**config.mk**
```make
export PLATFORM = sky130hd
export DESIGN_NAME = ofr_sqrt
export DESIGN_NICKNAME = d
export VERILOG_FILES = /design/src/ofr_pkg.sv /design/src/ofr_sqrt.sv
export VERILOG_INCLUDE_DIRS = /design/src /design/src/src
export SDC_FILE = /design/constraint.sdc
export NUM_CORES = 2
export LEC_CHECK = 0
export ABC_AREA = 1
export BUFFER_PORTS_ARGS = -buffer_cell sky130_fd_sc_hd__buf_2
export CORE_UTILIZATION = 29
export DETAILED_ROUTE_END_ITERATION = 12
export SLEW_MARGIN = 30
export SYNTH_ARGS = -nofsm -noshare
export SYNTH_HDL_FRONTEND = slang
export SYNTH_SLANG_ARGS = --single-unit
export TNS_END_PERCENT = 50
```
**constraint.sdc**
```tcl
create_clock -name clk_i -period 2.6 [get_ports clk_i]
set_input_delay 0.26 -clock clk_i [delete_from_list [all_inputs] [get_ports clk_i]]
set_output_delay 0.26 -clock clk_i [all_outputs]
set_load 0.01 [all_outputs]
```
**src/assert_macros.svh**
```systemverilog
// assertion macros shared by the observer frame rotation rtl
`ifndef ASSERT_MACROS_SVH
`define ASSERT_MACROS_SVH

// same-cycle implication, checked at every rising clock edge outside reset
`define OFR_ASSERT(lbl, ante, cons) \
  lbl: assert property (@(posedge clk_i) disable iff (!rst_ni) (ante) |-> (cons)) \
    else $error("ofr assertion failed");

// next-cycle implication
`define OFR_ASSERT_NEXT(lbl, ante, cons) \
  lbl: assert property (@(posedge clk_i) disable iff (!rst_ni) (ante) |=> (cons)) \
    else $error("ofr assertion failed");

`endif

```
**src/ofr_pkg.sv**
```systemverilog
// shared constants and codes of the observer frame rotation block
package ofr_pkg;

  // normalized direction magnitude lies in [2^(NORM_BITS-1), 2^NORM_BITS)
  localparam int unsigned NORM_BITS = 28;
  // sum of squares of the normalized direction
  localparam int unsigned SQ_BITS   = 2 * NORM_BITS + 1;
  // floor square root of that sum
  localparam int unsigned ROOT_BITS = NORM_BITS + 1;

  typedef enum logic [0:0] {
    CFG_CENTER_X = 1'b0,
    CFG_CENTER_Y = 1'b1
  } cfg_idx_e;

endpackage

```
**src/ofr_sqrt.sv**
```systemverilog
// pipelined floor square root, one result bit per stage
`include "assert_macros.svh"

module ofr_sqrt #(
  parameter int unsigned SIDE_W = 8
) (
  input  logic                          clk_i,
  input  logic                          rst_ni,
  input  logic                          en_i,
  input  logic                          valid_i,
  input  logic [ofr_pkg::SQ_BITS-1:0]   x_i,
  input  logic [SIDE_W-1:0]             side_i,
  output logic                          valid_o,
  output logic [ofr_pkg::ROOT_BITS-1:0] root_o,
  output logic [SIDE_W-1:0]             side_o
);
  import ofr_pkg::*;

  localparam int unsigned N  = ROOT_BITS;
  localparam int unsigned RW = SQ_BITS + 1;

  logic [N-1:0]         vld_q;
  logic [SQ_BITS-1:0]   rem_q  [N];
  logic [RW-1:0]        root_q [N];
  logic [SIDE_W-1:0]    side_q [N];
  logic [SQ_BITS-1:0]   rem_in [N];
  logic [RW-1:0]        root_in[N];
  logic [SIDE_W-1:0]    side_in[N];

  always_ff @(posedge clk_i or negedge rst_ni) begin
    if (!rst_ni) begin
      vld_q <= '0;
    end else if (en_i) begin
      vld_q <= {vld_q[N-2:0], valid_i};
    end
  end

  for (genvar gi = 0; gi < N; gi++) begin : g_stage
    localparam int unsigned SH = 2 * (N - 1 - gi);
    logic [RW-1:0]      bit_w, trial;
    logic               take;
    logic [SQ_BITS-1:0] rem_d;
    logic [RW-1:0]      root_d;

    if (gi == 0) begin : g_first
      assign rem_in[gi]  = x_i;
      assign root_in[gi] = '0;
      assign side_in[gi] = side_i;
    end else begin : g_next
      assign rem_in[gi]  = rem_q[gi-1];
      assign root_in[gi] = root_q[gi-1];
      assign side_in[gi] = side_q[gi-1];
    end

    always_comb begin
      bit_w  = RW'(1) << SH;
      trial  = root_in[gi] + bit_w;
      take   = RW'(rem_in[gi]) >= trial;
      rem_d  = take ? (rem_in[gi] - trial[SQ_BITS-1:0]) : rem_in[gi];
      root_d = take ? ((root_in[gi] >> 1) + bit_w) : (root_in[gi] >> 1);
    end

    always_ff @(posedge clk_i) begin
      if (en_i) begin
        rem_q[gi]  <= rem_d;
        root_q[gi] <= root_d;
        side_q[gi] <= side_in[gi];
      end
    end
  end

  assign valid_o = vld_q[N-1];
  assign root_o  = root_q[N-1][ROOT_BITS-1:0];
  assign side_o  = side_q[N-1];

  // remainder x - root^2 never exceeds 2*root
  `OFR_ASSERT(a_sqrt_rem, vld_q[N-1], RW'(rem_q[N-1]) <= (root_q[N-1] << 1))
  `OFR_ASSERT(a_sqrt_width, vld_q[N-1], (root_q[N-1] >> ROOT_BITS) == '0)

endmodule

```
==> flow_summary.toml <==
[run_status]
status = "complete, but fails checks"
violations = "setup timing"

[finish]
final_cells = 22186
area_growth_pct = 25.4
finalNetCount = 16786
layout-drive-gt1-share_pct = 16.2

[global_route]
grt-ovfl-total = 0
grt_max_degree = 122
grt_use_total_pct = 18.7
grt_pass1_vias = 99736
grt_first_pass_wirelength_um = 616000
antenna_found_initial = 12

[logic_synthesis]
async_flop_share_pct = 1.27
synth-edff-count = 2263
ys_ff_latch = 2292
synth_top_area_cell = "edfxtp_1"
synth_area_leaders = "edfxtp_1 (54%), nand2_1 (14%), inv_1 (7.1%)"
synth_fp_nets = 14923
synth_cells = 14393
yosysSeqAreaShare_pct = 54.8
synth_cell_types = 61
netlist_area_mm2 = 0.125
yosys.area.top_type_share_pct = 54.2
avgSynthCellArea_um2 = 8.71
yosys_warnings = 0
yosysMostFrequentCell = "nand2_1"
yosys-top-cells-count = "nand2_1 (4679), inv_1 (2376), edfxtp_1 (2263)"
synthFlopType = "edfxtp_1"

[sta]
final.setup.tns_ps = -8030
fin_crit_sh_pct = 113
finalHoldViolCount = 0
rsz0062_at_grt = "yes"
max_clock_freq_ghz = 0.340
finalSetupViolations = 35
period_needed_ps = 2940
slew_viol_final = 0
worst_pin_slew_ps = 696
slew_headroom_pct = 53.6
fin_skew_ps = 84.2
finalWorstSetupSlack_ps = -341

[clock_network]
insertion_delay_ps = 940
cts_tree = "done"
cts-buffers-inserted = 269
clkTransAtPathRegs_ps = 60
clk_path_buf_depth = 4
cts-htree-levels = 5
cts-root-buf = "clkbuf_16"
clkSinkCount = 2292

[worst_hold_path]
worstHoldEndpoint = "rem_q[0][28]"
holdCritPathClass = "in2reg"
hold_depth = 2
hp-start = "x_i[28]"

[worst_setup_path]
critical_path_required_ps = 3230
rr_endpoint = "rem_q[3][202]"
start_kind = "flip-flop"
reg2reg_slack_ps = -340
path_cells = "ha_4 > nand2_4 > clkinvlp_4 > nand3b_1 > nor2_1 > nand2_1 > nor2_4 > a21oi_2 > nand2_4 > buf_12 > inv_12 > nand2_2 > o21ai_1"
reg2reg_from = "rem_q[3][145]"
cp_slowest_cell = "edfxtp_1"
crit_fanout = 7
reg2regPathDepth = 13
crit_type = "reg2reg"
cpPeakStageDelay_ps = 500
worst_setup_path_end_kind = "flip-flop"
cp_num_buf_inv = 3
crit_top_cell = "nand2_4"
worst_ep_arrival_time_ps = 3570
crit_family = "simple AND/OR/NAND/NOR gates"

[die]
io_pins = 107
start_util_pct = 29.1
die_h_um = 659
rows = 241
die-area_mm2 = 0.435
die_x_um = 659
core_mm2 = 0.431

[placed_design]
gp_congestion = 0.989
dp.cells = 21392
io_buffers = 106
dpl.hpwl_um = 342000

[detailed_routing]
avgRoutedWirePerCell_um = 19.0
top_layer = "met5"
wl_met2_um = 212000
viasPerCell = 4.59
dr_wl_met3_um = 19300
route.detailed.drc = 0
ant_nets = 0
drtIter0Drc = 7471
wl_met1_um = 167000
dr.pass1.iters = 7
via_count = 101802
drt_wl_total_um = 421000

[pwr]
vdd.ir_drop.worst_v = 0.000685
powerDensity_mw_per_mm2 = 801
leakage_nw = 69.0

[job]
cap_violations = 0
per-layer routing:
layer  vias to the layer above  GRT usage, %
met5                         -             0
met4                         8          8.69
met3                       837          2.28
met2                      2603          34.4
met1                     47820          21.6
li1                      50534             -
worst max-delay path by stage:
stage / from / end / slack, ps / cells past startpoint
final: rem_q[3][145] / rem_q[3][202] / -340 / 13
after global routing: rem_q[3][145] / rem_q[3][198] / -390 / 13
after CTS: rem_q[3][145] / rem_q[3][224] / -340 / 12
after detailed placement: rem_q[3][145] / rem_q[3][224] / -1040 / 11
after global placement: root_q[14][30] / rem_q[3][224] / -1470 / 12
after floorplan: rem_q[5][29] / rem_q[5][101] / 420 / 13
logic make-up (layout without fill, tap and decap cells):
logic type	after synthesis	after routing	share of synthesized area (%)
simple gates	7775	7779	25.7
flops	2292	2292	54.8
fa+ha+maj	461	461	4.61
mux	1	1	0.00898
other cells	1	8	0.00299
xor+xnor	384	384	2.68
compound gates	968	968	4.34
buf+inv	2511	4583	7.83
repair_timing:
action,4_1_cts,5_1_grt
setup endpoints to repair,348,592
hold buffers,107,0
pin swaps,13,70
hold endpoints to repair,117,0
cloned,4,10
buffers inserted,46,136
resized for setup,116,424
through the flow:
step / cell area (um2) / util (%) / power, mW / hold slack (ps) / setup slack (ps)
2_1_floorplan: 125000 / - / 69.6 / -35.6 / 419
3_3_place_gp: 143000 / 33.2 / 86.3 / 316 / -1470
3_5_place_dp: 143000 / 33.2 / 86.3 / 314 / -1040
4_1_cts: 154000 / 35.7 / 125 / 4.59 / -343
5_1_grt: 157000 / 36.5 / 132 / 4.79 / -387
6_report: 157000 / 36.5 / 126 / 68.6 / -341
sequential cells by signal, indices dropped and copies added, names as in the netlist:
name and cells:
side_q 232, root_q 435, vld_q 29, rem_q 1596
power by group:
part | total, mW | switching [mW] | internal [mW]
clock network | 37.9 | 15.9 | 22.0
logic | 37.2 | 23.0 | 14.2
registers | 50.8 | 4.21 | 46.6
final cells by class:
type / instances / area, um2
Timing Repair Buffer: 1699 / 14100
Fill cell: 43690 / 273000
Clock inverter: 157 / 1740
Clock buffer: 327 / 7090
Multi-Input combinational cell: 9594 / 49300
Inverter: 2397 / 9060
Antenna cell: 7 / 17.5
Tap cell: 5710 / 7140
Timing Repair inverter: 3 / 36.3
Sequential cell: 2292 / 68700
placed cells by master (no fill, tap or decap), drive strengths merged, types with 99 or more instances in the layout:
cell type	n
a21oi	545
buf	1586
clkbuf	334
clkinv	99
dlygate4sd3	106
edfxtp	2263
ha	460
inv	2415
nand2	4717
nand3	778
nand4	287
nor2	1589
nor3	149
nor4	99
o21ai	347
xnor2	179
xor2	205
Note: power is estimated with default switching activity, not from simulation.
